**src/rtl/psdm_pkg.sv**
```systemverilog
// ----------------------------------------------------------------------------
// psdm_pkg
// Shared types and constants for the phase stiffness and damping modulator.
// ----------------------------------------------------------------------------
package psdm_pkg;

  // field widths
  localparam int STIFF_W    = 28;
  localparam int DECAY_W    = 16;
  localparam int RATE_W     = 20;
  localparam int MASS_W     = 20;
  localparam int SCALE_W    = 4;
  localparam int PHASE_W    = 3;
  localparam int DT_W       = 20;
  localparam int CFG_IDX_W  = 3;
  localparam int CFG_DATA_W = 28;

  // shared multiplier: 32 x 20 with a 52-bit product
  localparam int MUL_A_W = 32;
  localparam int MUL_B_W = 20;
  localparam int PROD_W  = MUL_A_W + MUL_B_W;

  // growth divide by one million: four 12-bit quotient digits, each one
  // estimated by a reciprocal multiply (at most one low) and fixed by one
  // compare and subtract; the quotient always fits in 33 bits
  localparam int DIG_W     = 12;
  localparam int DIV_STEPS = 4;
  localparam int DVD_W     = DIG_W * DIV_STEPS;
  localparam int DIV_REM_W = 20;
  localparam int QUO_W     = 33;
  localparam int RECIP_SH  = 39;
  localparam logic [MUL_B_W-1:0] DIVISOR = 20'd1000000;
  localparam logic [MUL_B_W-1:0] RECIP   = 20'd549755;

  localparam logic [STIFF_W-1:0] SAT_MAX = '1;

  // register indexes
  localparam logic [CFG_IDX_W-1:0] REG_DEFAULT_STIFF = 3'd0;
  localparam logic [CFG_IDX_W-1:0] REG_REDUCE_FLOOR  = 3'd1;
  localparam logic [CFG_IDX_W-1:0] REG_SQUEEZE_LIM   = 3'd2;
  localparam logic [CFG_IDX_W-1:0] REG_COMP_LIM      = 3'd3;
  localparam logic [CFG_IDX_W-1:0] REG_DECAY_FACTOR  = 3'd4;
  localparam logic [CFG_IDX_W-1:0] REG_GROWTH_RATE   = 3'd5;
  localparam logic [CFG_IDX_W-1:0] REG_APPARENT_MASS = 3'd6;
  localparam logic [CFG_IDX_W-1:0] REG_DAMPING_SCALE = 3'd7;

  // register reset values
  localparam logic [STIFF_W-1:0] RST_DEFAULT_STIFF = 28'd39321600;
  localparam logic [STIFF_W-1:0] RST_REDUCE_FLOOR  = 28'd13107200;
  localparam logic [STIFF_W-1:0] RST_SQUEEZE_LIM   = 28'd262144000;
  localparam logic [STIFF_W-1:0] RST_COMP_LIM      = 28'd196608000;
  localparam logic [DECAY_W-1:0] RST_DECAY_FACTOR  = 16'd65208;
  localparam logic [RATE_W-1:0]  RST_GROWTH_RATE   = 20'd68715;
  localparam logic [MASS_W-1:0]  RST_APPARENT_MASS = 20'd98304;
  localparam logic [SCALE_W-1:0] RST_DAMPING_SCALE = 4'd6;

  localparam logic [SCALE_W-1:0] PLAIN_SCALE = 4'd2;

  // task phases
  localparam logic [PHASE_W-1:0] PH_RESET      = 3'd0;
  localparam logic [PHASE_W-1:0] PH_REDUCE     = 3'd1;
  localparam logic [PHASE_W-1:0] PH_SQUEEZE    = 3'd2;
  localparam logic [PHASE_W-1:0] PH_COMPENSATE = 3'd3;
  localparam logic [PHASE_W-1:0] PH_RELEASE    = 3'd4;

  // iterative unit handshake
  typedef struct packed {
    logic start;
  } psdm_iter_req_t;

  typedef struct packed {
    logic busy;
    logic done;
  } psdm_iter_rsp_t;

endpackage

```
**src/rtl/phase_stiffness_damping_modulator.sv**
```systemverilog
// ----------------------------------------------------------------------------
// phase_stiffness_damping_modulator
// Per-tick stiffness update by task phase with damping from a square root.
// ----------------------------------------------------------------------------
// Usage:
//   Input channel (in_valid/in_stall, phase, interval_us): one transfer per
//   control tick. Output channel (out_valid/out_stall, stiffness_out,
//   damping_out): one transfer per input transfer, in order.
//   Configuration is a plain write port (cfg_wr_en, cfg_index, cfg_data),
//   written while the block is idle.
//   One item is worked at a time through a 32x20 multiplier and a bit-serial
//   root unit; in_stall is high until the item's result is loaded.
//   Steps from input transfer to the result load, where the root unit makes
//   R = 16 + ceil(FRAC_BITS/2) root bits (R = 24 at FRAC_BITS = 16):
//     phase 0: root, scale, load; phases 1 and 4: decay, clamp, mass, root,
//     scale, load; phases 2 and 3: growth, four divide digits (estimate, back
//     multiply and fix each), clamp, mass, root, scale, load; phases 5-7: load.
//   The next input transfer is taken the cycle after the result is loaded.
//   The result sits in an output register; while out_stall holds it, a new
//   item is accepted and worked, and waits at the end for the register.
//   Reset (rst, synchronous) restores the register defaults and a stiffness
//   of 600 in Q16, and empties the output register.
// ----------------------------------------------------------------------------
module phase_stiffness_damping_modulator #(
  parameter int FRAC_BITS = 16
) (
  input  logic                               clk,
  input  logic                               rst,
  // configuration
  input  logic                               cfg_wr_en,
  input  logic [psdm_pkg::CFG_IDX_W-1:0]     cfg_index,
  input  logic [psdm_pkg::CFG_DATA_W-1:0]    cfg_data,
  // input channel
  input  logic                               in_valid,
  output logic                               in_stall,
  input  logic [psdm_pkg::PHASE_W-1:0]       phase,
  input  logic [psdm_pkg::DT_W-1:0]          interval_us,
  // output channel
  output logic                               out_valid,
  input  logic                               out_stall,
  output logic [psdm_pkg::STIFF_W-1:0]       stiffness_out,
  output logic [psdm_pkg::STIFF_W-1:0]       damping_out
);
  import psdm_pkg::*;

  localparam int ROOT_W = 16 + (FRAC_BITS + 1) / 2;
  localparam int RAD_W  = 2 * ROOT_W;
  localparam int SH_L   = (FRAC_BITS >= 16) ? FRAC_BITS - 16 : 0;
  localparam int SH_R   = (FRAC_BITS >= 16) ? 0 : 16 - FRAC_BITS;

  // sequencer states
  localparam logic [3:0] S_IDLE      = 4'd0;
  localparam logic [3:0] S_DECAY     = 4'd1;
  localparam logic [3:0] S_DECAY_CHK = 4'd2;
  localparam logic [3:0] S_GROW1     = 4'd3;
  localparam logic [3:0] S_GROW2     = 4'd4;
  localparam logic [3:0] S_DIV       = 4'd5;
  localparam logic [3:0] S_DIV_EST   = 4'd6;
  localparam logic [3:0] S_MASS      = 4'd7;
  localparam logic [3:0] S_ROOT      = 4'd8;
  localparam logic [3:0] S_ROOT_WAIT = 4'd9;
  localparam logic [3:0] S_SCALE     = 4'd10;
  localparam logic [3:0] S_SAT       = 4'd11;
  localparam logic [3:0] S_DIV_BACK  = 4'd12;
  localparam logic [3:0] S_DIV_FIX   = 4'd13;
  localparam logic [3:0] S_GROW_CHK  = 4'd14;

  // configuration registers
  logic [STIFF_W-1:0] default_stiffness;
  logic [STIFF_W-1:0] reduce_floor;
  logic [STIFF_W-1:0] squeeze_limit;
  logic [STIFF_W-1:0] compensate_limit;
  logic [DECAY_W-1:0] decay_factor;
  logic [RATE_W-1:0]  growth_rate;
  logic [MASS_W-1:0]  apparent_mass;
  logic [SCALE_W-1:0] damping_scale;

  // control and state
  logic [3:0]         state;
  logic [STIFF_W-1:0] stiffness;

  // item payload
  logic [PHASE_W-1:0] phase_r;
  logic [DT_W-1:0]    dt_r;
  logic [SCALE_W-1:0] scale_r;
  logic               plain_r;
  logic               hold_r;
  logic [PROD_W-1:0]  prod;

  // growth divide registers
  logic [DIV_REM_W-1:0] div_rem;
  logic [DVD_W-1:0]     div_dvd;
  logic [DIG_W-1:0]     div_qest;
  logic [2:0]           div_cnt;
  logic [QUO_W-1:0]     quo;

  logic [MUL_A_W-1:0] mul_a;
  logic [MUL_B_W-1:0] mul_b;

  logic               in_xfer;
  logic               out_free;

  logic [STIFF_W-1:0] decayed;
  logic [QUO_W:0]     grown;
  logic [STIFF_W-1:0] grow_limit;
  logic [63:0]        rad_mass;
  logic [63:0]        rad_plain;
  logic [RAD_W-1:0]   radicand;
  logic [STIFF_W-1:0] damp_sat;

  logic [MUL_A_W-1:0] div_t;
  logic [MUL_A_W-1:0] div_try;
  logic               div_fix;
  logic [MUL_A_W-1:0] div_left;
  logic [DIG_W-1:0]   div_digit;

  psdm_iter_req_t     iter_req;
  psdm_iter_rsp_t     iter_rsp;
  logic [ROOT_W-1:0]  iter_result;

  assign in_stall = (state != S_IDLE);
  assign in_xfer  = in_valid && !in_stall;
  assign out_free = !out_valid || !out_stall;

  // shared multiplier operand select
  always_comb begin
    mul_a = '0;
    mul_b = '0;
    case (state)
      S_DECAY: begin
        mul_a = MUL_A_W'(stiffness);
        mul_b = MUL_B_W'(decay_factor);
      end
      S_GROW1: begin
        mul_a = MUL_A_W'(stiffness);
        mul_b = growth_rate;
      end
      S_GROW2: begin
        mul_a = prod[47:16];
        mul_b = dt_r;
      end
      S_DIV_EST: begin
        mul_a = div_t;
        mul_b = RECIP;
      end
      S_DIV_BACK: begin
        mul_a = MUL_A_W'(prod[RECIP_SH+DIG_W-1:RECIP_SH]);
        mul_b = DIVISOR;
      end
      S_MASS: begin
        mul_a = MUL_A_W'(stiffness);
        mul_b = apparent_mass;
      end
      // the scaled root stays in the product while the result waits
      S_SCALE, S_SAT: begin
        mul_a = MUL_A_W'(iter_result);
        mul_b = MUL_B_W'(scale_r);
      end
      default: begin
        mul_a = '0;
        mul_b = '0;
      end
    endcase
  end

  // values derived from the registered product
  always_comb begin
    decayed    = prod[STIFF_W+15:16];
    grown      = (QUO_W+1)'(stiffness) + (QUO_W+1)'(quo);
    grow_limit = (phase_r == PH_SQUEEZE) ? squeeze_limit : compensate_limit;
    rad_mass   = ({16'b0, prod[47:0]} << SH_L) >> SH_R;
    rad_plain  = 64'(stiffness) << FRAC_BITS;
    radicand   = plain_r ? rad_plain[RAD_W-1:0] : rad_mass[RAD_W-1:0];
    damp_sat   = (|prod[PROD_W-1:STIFF_W]) ? SAT_MAX : prod[STIFF_W-1:0];
  end

  // divide digit: estimate times divisor back out, one correction at most
  always_comb begin
    div_t     = {div_rem, div_dvd[DVD_W-1 -: DIG_W]};
    div_try   = div_t - prod[MUL_A_W-1:0];
    div_fix   = (div_try >= MUL_A_W'(DIVISOR));
    div_left  = div_fix ? (div_try - MUL_A_W'(DIVISOR)) : div_try;
    div_digit = div_qest + DIG_W'(div_fix);
  end

  // iterative unit requests
  assign iter_req.start = (state == S_ROOT);

  psdm_iter #(
    .ROOT_W (ROOT_W)
  ) u_iter (
    .clk      (clk),
    .rst      (rst),
    .req      (iter_req),
    .radicand (radicand),
    .rsp      (iter_rsp),
    .result   (iter_result)
  );

  // configuration writes
  always_ff @(posedge clk) begin
    if (rst) begin
      default_stiffness <= RST_DEFAULT_STIFF;
      reduce_floor      <= RST_REDUCE_FLOOR;
      squeeze_limit     <= RST_SQUEEZE_LIM;
      compensate_limit  <= RST_COMP_LIM;
      decay_factor      <= RST_DECAY_FACTOR;
      growth_rate       <= RST_GROWTH_RATE;
      apparent_mass     <= RST_APPARENT_MASS;
      damping_scale     <= RST_DAMPING_SCALE;
    end else if (cfg_wr_en) begin
      case (cfg_index)
        REG_DEFAULT_STIFF: default_stiffness <= cfg_data;
        REG_REDUCE_FLOOR:  reduce_floor      <= cfg_data;
        REG_SQUEEZE_LIM:   squeeze_limit     <= cfg_data;
        REG_COMP_LIM:      compensate_limit  <= cfg_data;
        REG_DECAY_FACTOR:  decay_factor      <= cfg_data[DECAY_W-1:0];
        REG_GROWTH_RATE:   growth_rate       <= cfg_data[RATE_W-1:0];
        REG_APPARENT_MASS: apparent_mass     <= cfg_data[MASS_W-1:0];
        REG_DAMPING_SCALE: damping_scale     <= cfg_data[SCALE_W-1:0];
        default: ;
      endcase
    end
  end

  // sequencer, stiffness state and output valid
  always_ff @(posedge clk) begin
    if (rst) begin
      state     <= S_IDLE;
      stiffness <= RST_DEFAULT_STIFF;
      out_valid <= 1'b0;
    end else begin
      if (out_valid && !out_stall && state != S_SAT) begin
        out_valid <= 1'b0;
      end
      case (state)
        S_IDLE: begin
          if (in_xfer) begin
            case (phase)
              PH_RESET: begin
                stiffness <= default_stiffness;
                state     <= S_ROOT;
              end
              PH_REDUCE, PH_RELEASE:     state <= S_DECAY;
              PH_SQUEEZE, PH_COMPENSATE: state <= S_GROW1;
              default:                   state <= S_SAT;
            endcase
          end
        end
        S_DECAY:     state <= S_DECAY_CHK;
        S_DECAY_CHK: begin
          if (phase_r == PH_REDUCE) begin
            stiffness <= (decayed < reduce_floor) ? reduce_floor : decayed;
          end else begin
            stiffness <= (decayed < default_stiffness) ? default_stiffness : decayed;
          end
          state <= S_MASS;
        end
        S_GROW1:     state <= S_GROW2;
        S_GROW2:     state <= S_DIV;
        S_DIV:       state <= S_DIV_EST;
        S_DIV_EST:   state <= S_DIV_BACK;
        S_DIV_BACK:  state <= S_DIV_FIX;
        S_DIV_FIX: begin
          if (div_cnt == 3'd1) begin
            state <= S_GROW_CHK;
          end else begin
            state <= S_DIV_EST;
          end
        end
        S_GROW_CHK: begin
          stiffness <= (grown > (QUO_W+1)'(grow_limit)) ? grow_limit
                                                        : grown[STIFF_W-1:0];
          state     <= S_MASS;
        end
        S_MASS:      state <= S_ROOT;
        S_ROOT:      state <= S_ROOT_WAIT;
        S_ROOT_WAIT: begin
          if (iter_rsp.done) begin
            state <= S_SCALE;
          end
        end
        S_SCALE:     state <= S_SAT;
        S_SAT: begin
          if (out_free) begin
            out_valid <= 1'b1;
            state     <= S_IDLE;
          end
        end
        default:     state <= S_IDLE;
      endcase
    end
  end

  // item payload, product, divide and result registers
  always_ff @(posedge clk) begin
    prod <= mul_a * mul_b;
    if (in_xfer) begin
      phase_r <= phase;
      dt_r    <= interval_us;
      plain_r <= (phase == PH_RESET);
      hold_r  <= (phase > PH_RELEASE);
      scale_r <= (phase == PH_RESET) ? PLAIN_SCALE : damping_scale;
    end
    // phase 4 at or above the default uses a scale of two
    if (state == S_DECAY_CHK && phase_r == PH_RELEASE && !(decayed < default_stiffness)) begin
      scale_r <= PLAIN_SCALE;
    end
    // top dividend bits are below the divisor, so they start the remainder
    if (state == S_DIV) begin
      div_rem <= DIV_REM_W'(prod[PROD_W-1:DVD_W]);
      div_dvd <= prod[DVD_W-1:0];
      div_cnt <= 3'(DIV_STEPS);
    end
    if (state == S_DIV_BACK) begin
      div_qest <= prod[RECIP_SH+DIG_W-1:RECIP_SH];
    end
    if (state == S_DIV_FIX) begin
      div_rem <= div_left[DIV_REM_W-1:0];
      div_dvd <= div_dvd << DIG_W;
      div_cnt <= div_cnt - 3'd1;
      quo     <= {quo[QUO_W-DIG_W-1:0], div_digit};
    end
    if (state == S_SAT && out_free) begin
      stiffness_out <= stiffness;
      damping_out   <= hold_r ? '0 : damp_sat;
    end
  end

  // checks on the sequencer and the shared unit
  a_accept_leaves_idle: assert property (@(posedge clk) disable iff (rst)
    in_xfer |=> (state != S_IDLE))
    else $error("input transfer did not start the sequencer");

  a_done_in_wait: assert property (@(posedge clk) disable iff (rst)
    iter_rsp.done |-> (state == S_ROOT_WAIT))
    else $error("iterative unit finished outside the wait state");

  a_start_when_free: assert property (@(posedge clk) disable iff (rst)
    iter_req.start |-> !iter_rsp.busy)
    else $error("iterative unit started while busy");

  a_load_result: assert property (@(posedge clk) disable iff (rst)
    (state == S_SAT && out_free) |=> (out_valid && state == S_IDLE))
    else $error("result load did not raise out_valid");

endmodule

```
**src/rtl/psdm_iter.sv**
```systemverilog
// ----------------------------------------------------------------------------
// psdm_iter
// Shared bit-serial floor square root, one root bit per cycle through a
// single subtract and compare.
// ----------------------------------------------------------------------------
module psdm_iter #(
  parameter int ROOT_W = 24
) (
  input  logic                              clk,
  input  logic                              rst,
  input  psdm_pkg::psdm_iter_req_t          req,
  input  logic [2*ROOT_W-1:0]               radicand,
  output psdm_pkg::psdm_iter_rsp_t          rsp,
  output logic [ROOT_W-1:0]                 result
);
  import psdm_pkg::*;

  localparam int RAD_W = 2 * ROOT_W;
  localparam int REM_W = ROOT_W + 3;
  localparam int CNT_W = $clog2(ROOT_W + 1);

  logic              busy;
  logic              done;
  logic [CNT_W-1:0]  cnt;
  logic [REM_W-1:0]  rem;
  logic [RAD_W-1:0]  src;
  logic [ROOT_W-1:0] root;

  logic [REM_W-1:0]  step_a;
  logic [REM_W-1:0]  step_b;
  logic [REM_W:0]    diff;
  logic              step_ge;

  // one trial subtract per cycle
  always_comb begin
    step_a  = {rem[REM_W-3:0], src[RAD_W-1 -: 2]};
    step_b  = REM_W'({root, 2'b01});
    diff    = {1'b0, step_a} - {1'b0, step_b};
    step_ge = ~diff[REM_W];
  end

  // control: busy flag and step count
  always_ff @(posedge clk) begin
    if (rst) begin
      busy <= 1'b0;
      done <= 1'b0;
      cnt  <= '0;
    end else begin
      done <= 1'b0;
      if (req.start && !busy) begin
        busy <= 1'b1;
        cnt  <= CNT_W'(ROOT_W);
      end else if (busy) begin
        cnt <= cnt - CNT_W'(1);
        if (cnt == CNT_W'(1)) begin
          busy <= 1'b0;
          done <= 1'b1;
        end
      end
    end
  end

  // datapath: partial remainder, radicand bits and root bits
  always_ff @(posedge clk) begin
    if (req.start && !busy) begin
      root <= '0;
      rem  <= '0;
      src  <= radicand;
    end else if (busy) begin
      rem  <= step_ge ? diff[REM_W-1:0] : step_a;
      root <= {root[ROOT_W-2:0], step_ge};
      src  <= src << 2;
    end
  end

  assign rsp.busy = busy;
  assign rsp.done = done;
  assign result   = root;

endmodule

```
**config.mk**
```make
export PLATFORM = sky130hd
export DESIGN_NAME = phase_stiffness_damping_modulator
export DESIGN_NICKNAME = d
export VERILOG_FILES = /design/src/rtl/psdm_pkg.sv /design/src/rtl/phase_stiffness_damping_modulator.sv /design/src/rtl/psdm_iter.sv
export SDC_FILE = /design/constraint.sdc
export NUM_CORES = 2
export LEC_CHECK = 0
export BUFFER_PORTS_ARGS = -buffer_cell sky130_fd_sc_hd__buf_2
export CAP_MARGIN = 15
export CORE_MARGIN = 1.5
export CORE_UTILIZATION = 65
export DETAILED_ROUTE_END_ITERATION = 8
export PLACE_DENSITY = 0.82
export SYNTH_ARGS = -nofsm -noshare
export SYNTH_HDL_FRONTEND = slang
export SYNTH_SLANG_ARGS = --single-unit
```
**constraint.sdc**
```tcl
create_clock -name clk -period 19.55 [get_ports clk]
set_clock_uncertainty 0.1 [all_clocks]
set_input_delay 3.91 -clock clk [delete_from_list [all_inputs] [get_ports clk]]
set_output_delay 3.91 -clock clk [all_outputs]
set_load 0.01 [all_outputs]
```
==> summary.txt <==
Die
  – Core area: 0.0758 mm²
  – Row count: 101
  – Die Area: 0.0782 mm²
  – Die Y: 280 µm
  – IO Count: 117
  – Initial core utilization: 65.6%
  – Die width: 280 µm

STA
  – Max-slew violations: 0
  – RSZ-0062 raised after global routing: no
  – Final setup TNS: 0 ns
  – Period utilization: 55.4%
  – Final worst setup slack: 8.71 ns
  – Relative slew slack: 23.0%
  – Final critical-path required period: 10.84 ns
  – Max Fclk: 92.3 MHz
  – Slew @ Worst Pin: 1.15 ns
  – Final Hold Fails: 0
  – Final Setup Violations: 0

Power
  – Pwr dens: 136 mW/mm²
  – VDD IR-drop max: 0.102 mV
  – Leakage: 23.2 nW

Synth
  – Number of flops mapped to enable cells by yosys: 233
  – Mapped Nets: 6634
  – Syn avg cell area: 8.72 µm²
  – FFs w/ async S/R, synth: 0%
  – Distinct cells, synth: 93
  – Syn. warnings: 0
  – Synth Flop Type: dfxtp_1
  – Post-Synthesis Cells: 5701
  – Synthesized flop and latch total: 562
  – Sequential area share after synthesis: 27.3%
  – Synth Cell Area: 0.0497 mm²

Global route
  – GRT Util Overall: 43.0%
  – Largest net degree at the start of global routing: 95
  – Initial antenna violation count: 15
  – First-pass GRT wire length: 251000 µm
  – Number of global-route vias before repair: 42200
  – GRT Residual Overflow: 0

Critical path
  – CP Launch Type: register
  – CP dominant cell by count: fa_1
  – Critical Path RT: 19.97 ns
  – Setup CP Type: register to register
  – CP max FO: 24
  – Slowest stage delay, CP: 0.87 ns
  – Critical path arrival: 11.26 ns
  – Crit. End Element: register
  – Worst path slowest cell: inv_1

Placement
  – Dpl hpwl: 127000 µm
  – I/O Buffers: 116
  – Pre-CTS WS: 9.03 ns
  – Gpl congestion: 1.06

Drt
  – DRC Markers: 0
  – Max layer used: met5
  – DR WL met2: 70200 µm
  – Drt wl/cell: 25.0 µm
  – Final WL: 168000 µm
  – Final ANT Viol Nets: 0
  – Vias: 43700
  – DR pass1 iterations: 9
  – Met1 WL: 60400 µm
  – DRT iter0 DRCs: 6209
  – Wire length on met3: 24000 µm
  – Avg Vias per Cell: 6.50

Clocking
  – Clock Latency Late Sink: 0.65 ns
  – CTS Sinks: 562
  – CTS root buf: clkbuf_16
  – Maximum buffer depth of the clock tree: 3
  – CTS tree: yes
  – # Post-CTS Setup Buffers: 0
  – Post-CTS sizing: 0
  – Clk slew on worst S/H paths: 0.07 ns
  – CTS Buf Count: 55
  – Htree depth: 2
  – CTS hold repair buffers: 0

Layout
  – Nets: 6617
  – Fillcell total: 5841
  – Fraction of layout cells with a size suffix above 1: 6.16%
  – Layout area overhead: 6.93%

Status
  – Status: complete, no violations

Worst hold path
  – Hold WC Path Type: register to register

Run
  – Max_cap viols: 0
report_power, final:
part | total [mW] | switching, mW | internal, mW
logic | 4.30 | 2.86 | 1.44
registers | 1.81 | 0.337 | 1.47
clock network | 1.13 | 0.495 | 0.635
total | 7.24 | 3.70 | 3.54
metal layers:
metal  global-route usage (%)  vias to the layer above
met4                     26.6                        4
met1                     55.4                    20900
met3                     14.0                      756
li1                         -                    18800
met2                     62.8                     3172
met5                        0                        -
layout make-up:
| class | instances | area (µm²) | area share, % |
|---|---|---|---|
| diodes | 8 | 20.0 | 0.0376 |
| clock buffers | 77 | 1580 | 2.97 |
| clock inverters | 25 | 313 | 0.588 |
| inverters | 781 | 2930 | 5.51 |
| multi-input cells | 4073 | 32200 | 60.6 |
| flip-flops and latches | 562 | 13600 | 25.5 |
| well taps | 978 | 1220 | 2.30 |
| repair buffers | 211 | 1300 | 2.44 |
cell usage in the layout, fill, tap and decap left out, types with 96 or more instances in the layout:
cell type	n
edfxtp_1	233
nor2_1	443
buf_4	96
dfxtp_1	329
inv_1	778
ha_1	336
fa_1	538
a21oi_1	366
buf_2	115
o21ai_0	210
nand2_1	1010
metrics by stage:
step	hold slack [ns]	util [%]	cells	total power [mW]	area, µm²
after floorplan	0.331	-	5701	4.48	49700
after global placement	0.340	67.6	6605	5.82	51300
after detailed placement	0.346	67.6	6605	5.92	51300
after CTS	0.355	70.1	6707	7.06	53200
after global routing	0.364	70.1	6712	7.61	53200
final	0.355	70.1	6715	7.24	53200
synth_stat cells, drive strengths merged (47+ instances only):
library cell / instances / share of area (%)
o21ai: 218 / 2.2
mux2i: 82 / 1.7
ha: 336 / 8.5
edfxtp: 233 / 14
nand2: 1010 / 7.6
xor2: 47 / 0.87
fa: 538 / 22
dfxtp: 329 / 13
a21oi: 371 / 3.7
xnor2: 84 / 1.5
nor3: 70 / 0.72
inv: 779 / 5.9
nor2: 448 / 3.4
a22oi: 48 / 0.72
a21o: 90 / 1.4
clkbuf: 254 / 1.9
nand3: 95 / 0.96
flip-flops by register name (all words and copies together), names as in the netlist, 5 cells and up:
register	cells
prod	52
div_dvd	48
u_iter.src	48
quo	33
compensate_limit	28
damping_out	28
default_stiffness	28
reduce_floor	28
squeeze_limit	28
stiffness	28
stiffness_out	28
u_iter.rem	25
u_iter.result	24
apparent_mass	20
div_rem	20
dt_r	20
growth_rate	20
decay_factor	16
div_qest	12
u_iter.cnt	5
critical path, delay by kind of cell, from the launching register on:
family / cells / cell delay, ns
adders and majority gates: 8 / 3.87
AOI/OAI and AO/OA: 9 / 2.86
and+or+nand+nor: 6 / 2.02
buffers and inverters: 5 / 1.08
DFF: 1 / 0.54
muxes: 1 / 0.24
path summary, 6_finish.rpt:
check | start | end | slack [ns] | cells past startpoint
min reg2reg | compensate_limit[1] | compensate_limit[1] | 0.36 | 2
max reg2reg | state[1] | prod[51] | 8.71 | 29
max | state[1] | prod[51] | 8.71 | 29
min | compensate_limit[1] | compensate_limit[1] | 0.36 | 2
cell families after synthesis:
family                   after synthesis  synth area share (%)
adder cells (fa/ha/maj)              874                  30.1
buffers and inverters               1066                  8.10
XOR/XNOR                             131                  2.34
AO/OA/AOI/OAI                       1093                  14.0
flip-flops                           562                  27.3
multiplexers                          91                  1.85
AND/OR/NAND/NOR                     1884                  16.2
Power figures use the tool's default switching activity.
